$ cat src/mmn_pkg.sv
// Shared types and constants for the min/max unorm16 normalizer.
package mmn_pkg;

    localparam int QUOT_BITS = 16;
    localparam logic [QUOT_BITS-1:0] UNORM_MAX = '1;

    typedef enum logic [1:0] {
        MODE_RESTART = 2'd0,
        MODE_SCAN    = 2'd1,
        MODE_CONVERT = 2'd2,
        MODE_NOP     = 2'd3
    } t_mode;

    typedef enum logic [2:0] {
        ST_IDLE,
        ST_SETUP,
        ST_PREP,
        ST_DIV,
        ST_DONE
    } t_state;

    typedef struct packed {
        logic                 done;
        logic                 round_up;
        logic [QUOT_BITS-1:0] quot;
    } t_div_res;

endpackage

$ cat src/mmn_div.sv
// Restoring radix-2 divider: one quotient bit per cycle, remainder-based rounding.
module mmn_div #(
    parameter int WIDTH = 32
) (
    input  logic                 i_clk,
    input  logic                 i_rst_n,
    input  logic                 i_start,
    input  logic [WIDTH-1:0]     i_rem_init,
    input  logic [15:0]          i_low,
    input  logic [WIDTH-1:0]     i_den,
    output mmn_pkg::t_div_res    o_res
);
    import mmn_pkg::*;

    localparam int CNT_W = $clog2(QUOT_BITS);

    logic                 r_busy, n_busy;
    logic                 r_done, n_done;
    logic [CNT_W-1:0]     r_cnt, n_cnt;
    logic [WIDTH-1:0]     r_rem, n_rem;
    logic [QUOT_BITS-1:0] r_low, n_low;
    logic [QUOT_BITS-1:0] r_quot, n_quot;

    logic [WIDTH:0] w_trial;
    logic [WIDTH:0] w_diff;
    logic           w_ge;

    assign w_trial = {r_rem, r_low[QUOT_BITS-1]};
    assign w_ge    = w_trial >= {1'b0, i_den};
    assign w_diff  = w_trial - {1'b0, i_den};

    always_comb begin
        n_busy = r_busy;
        n_done = 1'b0;
        n_cnt  = r_cnt;
        n_rem  = r_rem;
        n_low  = r_low;
        n_quot = r_quot;
        if (i_start) begin
            n_busy = 1'b1;
            n_cnt  = CNT_W'(QUOT_BITS - 1);
            n_rem  = i_rem_init;
            n_low  = i_low;
            n_quot = '0;
        end else if (r_busy) begin
            n_rem  = w_ge ? w_diff[WIDTH-1:0] : w_trial[WIDTH-1:0];
            n_quot = {r_quot[QUOT_BITS-2:0], w_ge};
            n_low  = {r_low[QUOT_BITS-2:0], 1'b0};
            n_cnt  = r_cnt - CNT_W'(1);
            if (r_cnt == '0) begin
                n_busy = 1'b0;
                n_done = 1'b1;
            end
        end
    end

    always_ff @(posedge i_clk) begin
        if (!i_rst_n) begin
            r_busy <= 1'b0;
            r_done <= 1'b0;
            r_cnt  <= '0;
        end else begin
            r_busy <= n_busy;
            r_done <= n_done;
            r_cnt  <= n_cnt;
        end
        r_rem  <= n_rem;
        r_low  <= n_low;
        r_quot <= n_quot;
    end

    // round half up: twice the remainder at or above the divisor
    assign o_res.done     = r_done;
    assign o_res.round_up = {r_rem, 1'b0} >= {1'b0, i_den};
    assign o_res.quot     = r_quot;

endmodule

$ cat src/minmax_normalize_unorm16.sv
// Top level: min/max scan and unorm16 conversion with a single divider.
//
// Input stream (s side): tuser carries the mode, tdata the signed Q16.16
// sample. Mode restart loads min and max with the sample, scan widens them,
// convert returns one item, the unused mode is dropped. Restart, scan and
// unused modes return nothing and leave the block ready for the next item.
// Output stream (m side): tdata carries the 16-bit normalized value,
// tuser[0] is set when max equals min (the value is then 0).
// A convert item passes through setup, prep, div and done: setup forms the
// range and the offset, prep starts the divider on the scaled dividend, the
// radix-2 divider develops the quotient bit by bit, the rounded quotient is
// registered, and done loads the output register once it is free.
// Samples at or below min, at or above max, and empty ranges skip the
// divider and go from setup straight to done.
// The block takes one item at a time; it is ready only while idle, so a
// convert item holds the input until its result reaches the output
// register, which lets the next item enter while a result waits. A stalled
// receiver holds the result, and a second finished result waits until the
// first is taken. Reset clears min and max to 0 and empties the output.
module minmax_normalize_unorm16 #(
    parameter int SAMPLE_BITS = 32,
    localparam int S_DATA_W = ((SAMPLE_BITS + 7) / 8) * 8
) (
    input  logic                 i_clk,
    input  logic                 i_rst_n,
    input  logic                 i_s_tvalid,
    output logic                 o_s_tready,
    input  logic [S_DATA_W-1:0]  i_s_tdata,  // [SAMPLE_BITS-1:0] sample, rest zero
    input  logic [1:0]           i_s_tuser,  // [1:0] mode
    output logic                 o_m_tvalid,
    input  logic                 i_m_tready,
    output logic [15:0]          o_m_tdata,  // [15:0] unorm_value
    output logic                 o_m_tuser   // [0] range_empty
);
    import mmn_pkg::*;

    localparam int SB = SAMPLE_BITS;

    t_state r_state, n_state;

    logic signed [SB-1:0] r_low, n_low;
    logic signed [SB-1:0] r_high, n_high;
    logic signed [SB-1:0] r_x, n_x;
    logic [SB-1:0]        r_den, n_den;
    logic [SB-1:0]        r_num, n_num;
    logic [QUOT_BITS-1:0] r_val, n_val;
    logic                 r_empty, n_empty;
    logic                 r_m_valid, n_m_valid;
    logic [QUOT_BITS-1:0] r_m_data, n_m_data;
    logic                 r_m_user, n_m_user;

    logic                 w_accept;
    t_mode                w_mode;
    logic signed [SB-1:0] w_sample;
    logic signed [SB:0]   w_den_ext;
    logic signed [SB:0]   w_num_ext;
    logic [SB+15:0]       w_prod;
    logic                 w_div_start;
    t_div_res             w_div;
    logic [QUOT_BITS:0]   w_rounded;

    assign o_s_tready = (r_state == ST_IDLE);
    assign w_mode     = t_mode'(i_s_tuser);
    assign w_sample   = i_s_tdata[SB-1:0];
    assign w_accept   = i_s_tvalid && o_s_tready;

    assign w_den_ext = {r_high[SB-1], r_high} - {r_low[SB-1], r_low};
    assign w_num_ext = {r_x[SB-1], r_x} - {r_low[SB-1], r_low};
    // num * 65535 as (num << 16) - num
    assign w_prod    = {r_num, 16'd0} - {16'd0, r_num};
    assign w_rounded = {1'b0, w_div.quot} + {{QUOT_BITS{1'b0}}, w_div.round_up};

    mmn_div #(
        .WIDTH (SB)
    ) u_div (
        .i_clk      (i_clk),
        .i_rst_n    (i_rst_n),
        .i_start    (w_div_start),
        .i_rem_init (w_prod[SB+15:16]),
        .i_low      (w_prod[15:0]),
        .i_den      (r_den),
        .o_res      (w_div)
    );

    always_comb begin
        n_state     = r_state;
        n_low       = r_low;
        n_high      = r_high;
        n_x         = r_x;
        n_den       = r_den;
        n_num       = r_num;
        n_val       = r_val;
        n_empty     = r_empty;
        n_m_valid   = r_m_valid;
        n_m_data    = r_m_data;
        n_m_user    = r_m_user;
        w_div_start = 1'b0;

        if (r_m_valid && i_m_tready) begin
            n_m_valid = 1'b0;
        end

        case (r_state)
            ST_IDLE: begin
                if (w_accept) begin
                    case (w_mode)
                        MODE_RESTART: begin
                            n_low  = w_sample;
                            n_high = w_sample;
                        end
                        MODE_SCAN: begin
                            if (w_sample < r_low) begin
                                n_low = w_sample;
                            end
                            if (w_sample > r_high) begin
                                n_high = w_sample;
                            end
                        end
                        MODE_CONVERT: begin
                            n_x     = w_sample;
                            n_state = ST_SETUP;
                        end
                        default: begin
                        end
                    endcase
                end
            end
            ST_SETUP: begin
                n_den   = w_den_ext[SB-1:0];
                n_num   = w_num_ext[SB-1:0];
                n_empty = 1'b0;
                n_val   = '0;
                if (r_high <= r_low) begin
                    n_empty = 1'b1;
                    n_state = ST_DONE;
                end else if (r_x <= r_low) begin
                    n_state = ST_DONE;
                end else if (r_x >= r_high) begin
                    n_val   = UNORM_MAX;
                    n_state = ST_DONE;
                end else begin
                    n_state = ST_PREP;
                end
            end
            ST_PREP: begin
                w_div_start = 1'b1;
                n_state     = ST_DIV;
            end
            ST_DIV: begin
                if (w_div.done) begin
                    n_val   = w_rounded[QUOT_BITS] ? UNORM_MAX : w_rounded[QUOT_BITS-1:0];
                    n_state = ST_DONE;
                end
            end
            ST_DONE: begin
                // load the output register once it is free
                if (!r_m_valid || i_m_tready) begin
                    n_m_valid = 1'b1;
                    n_m_data  = r_val;
                    n_m_user  = r_empty;
                    n_state   = ST_IDLE;
                end
            end
            default: begin
                n_state = ST_IDLE;
            end
        endcase
    end

    always_ff @(posedge i_clk) begin
        if (!i_rst_n) begin
            r_state   <= ST_IDLE;
            r_low     <= '0;
            r_high    <= '0;
            r_m_valid <= 1'b0;
        end else begin
            r_state   <= n_state;
            r_low     <= n_low;
            r_high    <= n_high;
            r_m_valid <= n_m_valid;
        end
        r_x      <= n_x;
        r_den    <= n_den;
        r_num    <= n_num;
        r_val    <= n_val;
        r_empty  <= n_empty;
        r_m_data <= n_m_data;
        r_m_user <= n_m_user;
    end

    assign o_m_tvalid = r_m_valid;
    assign o_m_tdata  = r_m_data;
    assign o_m_tuser  = r_m_user;

endmodule

$ cat config.mk
export PLATFORM = sky130hd
export DESIGN_NAME = minmax_normalize_unorm16
export DESIGN_NICKNAME = d
export VERILOG_FILES = /design/src/mmn_pkg.sv /design/src/mmn_div.sv /design/src/minmax_normalize_unorm16.sv
export SDC_FILE = /design/constraint.sdc
export NUM_CORES = 1
export LEC_CHECK = 0
export BUFFER_PORTS_ARGS = -buffer_cell sky130_fd_sc_hd__buf_2
export CAP_MARGIN = 0
export CORE_UTILIZATION = 50
export CTS_CLUSTER_SIZE = 24
export DETAILED_ROUTE_END_ITERATION = 16
export PLACE_DENSITY = 0.73
export SYNTH_ARGS = -nofsm -noshare
export SYNTH_HDL_FRONTEND = slang
export SYNTH_HIERARCHICAL = 1
export SYNTH_SLANG_ARGS = --single-unit
$ cat constraint.sdc
create_clock -name i_clk -period 4.5 [get_ports i_clk]
set_clock_uncertainty 0.05 [all_clocks]
set_input_delay 0.9 -clock i_clk [delete_from_list [all_inputs] [get_ports i_clk]]
set_output_delay 0.9 -clock i_clk [all_outputs]
set_load 0.03 [all_outputs]
==> impl_results.md, run 1 <==
- Multi-input gate area: 11300 um^2
- RePlAce Congestion: 0.967
- Post-synth EDFFs: 178
- Seq/Total Area, Yosys: 36.9%
- Worst hold slack: 0.368 ns
- Starting Density: 51.1%
- Num CTS Buffers: 30
- Detailed Place HPWL: 37.4 mm
- Initial antenna violation count: 0
- Core area: 37900 um^2
- Vias: 15251
- Commonest cells after routing, fill and taps aside: nand2_1 (236), ha_1 (211), edfxtp_1 (178)
- GRT met2 Usage: 40.6%
- Placed insts: 2563
- Commonest non-fill, non-tap cell in the layout: nand2_1
- Cell Pwr Density: 321 nW/um^2
- N_diodes: 0
- CTS tree: yes
- Die area: 39600 um^2
- DRT Pass-1 Iters: 6
- Global route overflow: 0
- Pin count of the biggest net entering global routing: 84
- Syn_nets: 2298
- Setup bufs post-CTS: 0
- Largest family of logic cells by synthesized area: compound AO/OA/AOI/OAI gates
- Slew margin rel.: 17.1%
- Cts hold-fix bufs: 0
- Setup TNS: 0 ns
- Met3 capacity usage during global routing: 2.97%
- Unrepaired setup endpoints after global routing: false
- Synth unique cells: 107
- Outcome: completed
- Post-Syn Area: 19400 um^2
- Multiplexer area fraction after synthesis: 5.48%
- Wire per inst: 18.3 um
- Resize count post-CTS: 0
- Die width: 199 um
- Synthesis-to-finish area growth: 8.57%
- Setup Viol. Count Final: 0
- Syn Area/Cell: 9.47 um^2
- Max-cap viol count: 0
- Max-slew violation count: 0
- Synth Warn #: 6
- Worst-Skew Late Latency: 0.58 ns
- Compound-Gate Fraction of Synth Area: 16.8%
- Share of layout cells above drive strength 1: 9.68%
- Root buffer cell: clkbuf_16
- CP arrival: 4.25 ns
- Fin cells: 2619
- Vias in the first global route: 14672
- Post-Synth Simple-Gate Area: 16.2%
- # nets final: 2336
- Fillers: 3311
- WS Path Type: flop to flop
- Critical path launch point type: flop
- Crit path required time: 4.85 ns
- Hold Crit Class: flop to flop
- Via density: 5.82
- Main synth FF type: edfxtp_1
- Clk sinks: 268
- Least-Margin Pin Slew: 1.24 ns
- Xor/xnor share of the synthesized area: 5.83%
- IO Pins: 57
- Total wire length: 47.9 mm
- Leakage power: 8.29 nW
- # rows: 71
- Endpoints failing hold: 0
- Remaining antenna violation count after routing: 0
- Maximum clock path buffer count: 3
- FFs w/ async S/R, synth: 0%
- Final core occ: 55.5%
- GR peak layer: met2
- Post-Synth Adder-Cell Area: 13.9%
- Crit path time final: 3.90 ns
- Drt initial violations: 1107
- Gate Count Post-Synth: 2046
- Total area of sequential cells: 7150 um^2
- Worst Setup End Kind: flop
- Synthesized flop and latch total: 268
- VDD IR max: 0.000308 V
- DR DRC count: 0
- CTS H-Tree Depth: 1
- Final period util: 86.7%
- GRT Overall Usage: 24.4%
- I/O Buffers: 56
- Die Height: 199 um
- First-pass GRT wire length: 76.1 mm
- Worst-path clk slew: 0.06 ns
- M1 GR Usage: 32.4%
- Max Fclk: 256 MHz
- Maximum fanout along the worst path: 13
==> worst max-delay path: stages (launching register included) <==
cell,delay (ns)
edfxtp_1,0.40
ha_1,0.40
nand2_1,0.13
nor3b_2,0.22
nand2_1,0.10
nor3_2,0.22
nand2_1,0.08
o211ai_2,0.26
o21bai_1,0.19
ha_1,0.27
ha_1,0.29
nand3_1,0.17
nor3_2,0.64
nor2_1,0.12
o21ai_0,0.19
==> stage by stage <==
step | cell area (um^2) | power [W] | setup slack, ns
2_1_floorplan | 19400 | 0.00398 | 0.593
3_3_place_gp | 20100 | 0.00434 | 0.437
3_5_place_dp | 20100 | 0.00438 | 0.251
4_1_cts | 21000 | 0.00676 | 0.212
5_1_grt | 21000 | 0.00704 | 0.264
6_report | 21000 | 0.00675 | 0.598
==> Yosys cell counts, types with 16 or more instances <==
| library cell | n | share of area (%) |
|---|---|---|
| a21o_1 | 81 | 3.1 |
| a21oi_1 | 129 | 3.3 |
| a31oi_1 | 23 | 0.74 |
| clkbuf_1 | 35 | 0.68 |
| dfxtp_1 | 90 | 9.3 |
| edfxtp_1 | 178 | 28 |
| ha_1 | 211 | 14 |
| inv_1 | 156 | 3.0 |
| mux2_2 | 17 | 0.99 |
| mux2i_1 | 87 | 4.5 |
| nand2_1 | 236 | 4.6 |
| nand2b_1 | 20 | 0.65 |
| nand3_1 | 41 | 1.1 |
| nand4_1 | 49 | 1.6 |
| nor2_1 | 125 | 2.4 |
| nor2b_1 | 18 | 0.58 |
| nor3_1 | 32 | 0.83 |
| o21a_1 | 23 | 0.89 |
| o21ai_0 | 89 | 2.3 |
| o21bai_1 | 16 | 0.62 |
| xnor2_1 | 88 | 4.0 |
| xor2_1 | 41 | 1.9 |
==> final timing paths <==
path,slack [ns],end,from,depth (start not counted)
worst max-delay path,0.60,r_val[13],u_div/r_rem[28],14
worst min-delay path,0.37,o_m_tdata[13],r_val[13],0
worst max register to register,0.60,r_val[13],u_div/r_rem[28],14
worst min register to register,0.37,o_m_tdata[13],r_val[13],0
==> state kept, by name, summed over array words and instances (netlist names) <==
| signal | flops |
|---|---|
| u_div/r_quot | 16 |
| r_num | 32 |
| r_empty | 1 |
| o_m_tdata | 16 |
| r_den | 32 |
| u_div/r_cnt | 4 |
| o_m_tuser | 1 |
| r_val | 16 |
| u_div/r_busy | 1 |
| o_m_tvalid | 1 |
| r_x | 32 |
| u_div/r_low | 16 |
| r_state | 3 |
| u_div/r_rem | 32 |
| r_high | 32 |
| u_div/r_done | 1 |
| r_low | 32 |
==> cell type report <==
| cell class | instances | share of cell area, % |
|---|---|---|
| well taps | 511 | 3.04 |
| flip-flops and latches | 268 | 34.0 |
| repair buffers | 71 | 1.88 |
| inverters | 157 | 2.80 |
| multi-input cells | 1556 | 53.8 |
| clock buffers | 38 | 3.81 |
| clock inverters | 18 | 0.714 |
==> routing by layer <==
layer | vias to the layer above | part of all wire, %
li1 | 7504 | -
met1 | 7172 | 45
met2 | 478 | 46
met3 | 97 | 5.4
met4 | 0 | 3.2
met5 | - | 0
==> report_power, final <==
part,switching [W],internal (W),total [W]
Sequential,0.0000638,0.00277,0.00284
Combinational,0.000931,0.000600,0.00153
Clock,0.00101,0.00137,0.00238
Total,0.00200,0.00474,0.00675
==> logic make-up after synthesis <==
logic type / after synthesis
AND/OR/NAND/NOR: 627
AO/OA/AOI/OAI: 482
flip-flops: 268
buffers and inverters: 222
adder cells (fa/ha/maj): 214
XOR/XNOR: 129
multiplexers: 104
Note: power is estimated with default switching activity, not from simulation.
==> run 2: changes to the inputs <==
--- a/config.mk
+++ b/config.mk
@@ -5,6 +5,7 @@
 export SDC_FILE = /design/constraint.sdc
 export NUM_CORES = 1
 export LEC_CHECK = 0
+export ABC_AREA = 1
 export BUFFER_PORTS_ARGS = -buffer_cell sky130_fd_sc_hd__buf_2
 export CAP_MARGIN = 0
 export CORE_UTILIZATION = 50
==> impl_results.md, run 2 <==
- Slew margin rel.: 37.2% (was 17.1%)
- Global route overflow: 0 (unchanged)
- Hold_sp: r_val[10] (was r_val[13])
- Vias: 19036 (was 15251)
- CP arrival: 4.33 ns (was 4.25 ns)
- Commonest cells after routing, fill and taps aside: nand2_1 (761), inv_1 (474), nor2_1 (269) (was nand2_1 (236), ha_1 (211), edfxtp_1 (178))
- Detailed Place HPWL: 48.2 mm (was 37.4 mm)
- Commonest non-fill, non-tap cell in the layout: nand2_1 (unchanged)
- R2R Path Start: u_div/r_rem[19] (was u_div/r_rem[28])
- Die width: 208 um (was 199 um)
- RePlAce Congestion: 0.983 (was 0.967)
- Crit path time final: 3.95 ns (was 3.90 ns)
- Drt initial violations: 1387 (was 1107)
- Endpoints failing hold: 0 (unchanged)
- Num CTS Buffers: 29 (was 30)
- Final period util: 87.8% (was 86.7%)
- FFs w/ async S/R, synth: 0% (unchanged)
- Max-cap viol count: 0 (unchanged)
- Critical Path Most Common Cell: nand2_1
- Core area: 41900 um^2 (was 37900 um^2)
- Area leader, netlist: edfxtp_1 (unchanged)
- Post-placement cell area: 22000 um^2 (was 20100 um^2)
- VDD IR max: 0.000364 V (was 0.000308 V)
- First-pass GRT wire length: 95.8 mm (was 76.1 mm)
- CP cell instances: ha_1 -> nand2_1 -> nor2_2 -> nand2_2 -> nor2_4 -> nand2_1 -> o211ai_1 -> ha_1 -> ha_1 -> nand3_1 -> nor2_1 -> nand2_1 -> nor3_4 -> nand2_2 -> nor4_4 -> o21ai_0 -> nand2_1 (was ha_1 -> nand2_1 -> nor3b_2 -> nand2_1 -> nor3_2 -> nand2_1 -> o211ai_2 -> o21bai_1 -> ha_1 -> ha_1 -> nand3_1 -> nor3_2 -> nor2_1 -> o21ai_0)
- # rows: 75 (was 71)
- Setup bufs post-CTS: 0 (unchanged)
- Total area of sequential cells: 7150 um^2 (unchanged)
- Crit path largest cell delay: 0.53 ns (was 0.64 ns)
- GRT met2 Usage: 47.6% (was 40.6%)
- I/O Buffers: 56 (unchanged)
- Post-synth EDFFs: 178 (unchanged)
- Die area: 43400 um^2 (was 39600 um^2)
- Gate Count Post-Synth: 2916 (was 2046)
- M1 GR Usage: 36.0% (was 32.4%)
- Multi-input gate area: 12000 um^2 (was 11300 um^2)
- Main synth FF type: edfxtp_1 (unchanged)
- N_diodes: 0 (unchanged)
- Share of the synthesized area in the top cell type: 25.1% (was 27.6%)
- GR peak layer: met2 (unchanged)
- Top post-synthesis cells by count: nand2_1 (761), inv_1 (474), nor2_1 (272), a21oi_1 (220), ha_1 (211) (was nand2_1 (236), ha_1 (211), edfxtp_1 (178), inv_1 (156), a21oi_1 (129))
- Via density: 5.40 (was 5.82)
- Post-Syn Area: 21300 um^2 (was 19400 um^2)
- WS Path Type: flop to flop (unchanged)
- Synth Warn #: 6 (unchanged)
- IO Pins: 57 (unchanged)
- Total wire length: 59.7 mm (was 47.9 mm)
- Leakage power: 11.0 nW (was 8.29 nW)
- Setup TNS: 0 ns (unchanged)
- Hold Crit Class: flop to flop (unchanged)
- Outcome: completed (unchanged)
- Synthesized flop and latch total: 268 (unchanged)
- Maximum fanout along the worst path: 15 (was 13)
- Fin worst setup slack: 0.550 ns (was 0.598 ns)
- Pin count of the biggest net entering global routing: 65 (was 84)
- Crit path required time: 4.88 ns (was 4.85 ns)
- Remaining antenna violation count after routing: 0 (unchanged)
- Worst-path clk slew: 0.06 ns (about the same)
- GRT Overall Usage: 27.6% (was 24.4%)
- Critical path launch point type: flop (unchanged)
- Synth unique cells: 60 (was 107)
- Worst Setup End Kind: flop (unchanged)
- Unrepaired setup endpoints after global routing: false (unchanged)
- Root buffer cell: clkbuf_16 (unchanged)
- Wire per inst: 16.9 um (was 18.3 um)
- CTS H-Tree Depth: 1 (unchanged)
- Initial antenna violation count: 0 (unchanged)
- Maximum clock path buffer count: 3 (unchanged)
- Most common cell in the netlist: nand2_1 (unchanged)
- Vias in the first global route: 18595 (was 14672)
- Worst-Skew Late Latency: 0.57 ns (was 0.58 ns)
- Synthesis-to-finish area growth: 8.24% (was 8.57%)
- Worst hold slack: 0.372 ns (was 0.368 ns)
- Crit-path slowest cell: nor4_4 (was nor3_2)
- Starting Density: 50.7% (was 51.1%)
- Clk sinks: 268 (unchanged)
- # nets final: 3213 (was 2336)
- Pwr Total: 0.00990 W (was 0.00675 W)
- Share of layout cells above drive strength 1: 6.84% (was 9.68%)
- DRT Pass-1 Iters: 5 (was 6)
- Setup Viol. Count Final: 0 (unchanged)
- Fillers: 3989 (was 3311)
- DR DRC count: 0 (unchanged)
- Syn_nets: 3168 (was 2298)
- Cts hold-fix bufs: 0 (unchanged)
- Resize count post-CTS: 0 (unchanged)
- CTS tree: yes (unchanged)
- Least-Margin Pin Slew: 0.942 ns (was 1.24 ns)
- Cell Pwr Density: 430 nW/um^2 (was 321 nW/um^2)
- Max-slew violation count: 0 (unchanged)
- CP Launch Point: u_div/r_rem[19] (was u_div/r_rem[28])
- Max Fclk: 253 MHz (was 256 MHz)
- Met3 capacity usage during global routing: 2.60% (was 2.97%)
- Die Height: 208 um (was 199 um)
- Seq/Total Area, Yosys: 33.6% (was 36.9%)
- Syn Area/Cell: 7.30 um^2 (was 9.47 um^2)
- Pre-CTS setup slack: 0.566 ns (was 0.251 ns)
- Cell area after layout: 23000 um^2 (was 21000 um^2)
- Synth top area cells: edfxtp_1 (25%), nand2_1 (13%), ha_1 (12%) (was edfxtp_1 (28%), ha_1 (14%), dfxtp_1 (9.3%))
## run 2: power breakdown
part | internal (W) | switching (W)
sequential | 0.00311 | 0.000230
combinational | 0.00137 | 0.00271
clock | 0.00146 | 0.00102
## run 2: logic make-up after synthesis
kind of cell | count (synthesis) | share of synthesized area, %
compound gates | 401 | 10.6
xor+xnor | 127 | 5.23
fa+ha+maj | 214 | 12.7
buf+inv | 540 | 10.2
flops | 268 | 33.6
simple gates | 1366 | 27.6
## run 2: path summary, 6_finish.rpt
kind                                      end  slack (ns)  cells after the start
worst min register to register  o_m_tdata[10]        0.37                      0
worst max register to register      r_val[10]        0.55                     17
worst max-delay path                r_val[10]        0.55                     17
worst min-delay path            o_m_tdata[10]        0.37                      0
## run 2: final cells by class
class	instances	share of cell area [%]
multi-input cells	2108	52.0
clock buffers	40	3.75
clock inverters	14	0.576
repair buffers	74	1.86
inverters	480	7.82
flip-flops and latches	268	31.0
well taps	539	2.93
## run 2: through the flow
| step | cells | utilization (%) |
|---|---|---|
| 3_3_place_gp | 3469 | 52.5 |
| 5_1_grt | 3523 | 54.9 |
| 6_report | 3523 | 54.9 |
| 2_1_floorplan | 2916 | - |
| 3_5_place_dp | 3469 | 52.5 |
| 4_1_cts | 3523 | 54.9 |
## run 2: critical path, delay by kind of cell, from the launching register on
| kind | cells | cell delay, ns |
|---|---|---|
| AND/OR/NAND/NOR | 12 | 1.96 |
| adder cells (fa/ha/maj) | 3 | 0.86 |
| AO/OA/AOI/OAI | 2 | 0.52 |
| flip-flops | 1 | 0.41 |
## run 2: layer usage
layer  vias to the layer above  wire length, um
met1                      8755            26400
met3                       107             2960
met5                         -                0
li1                       9596                -
met4                         0             2090
met2                       578            28200
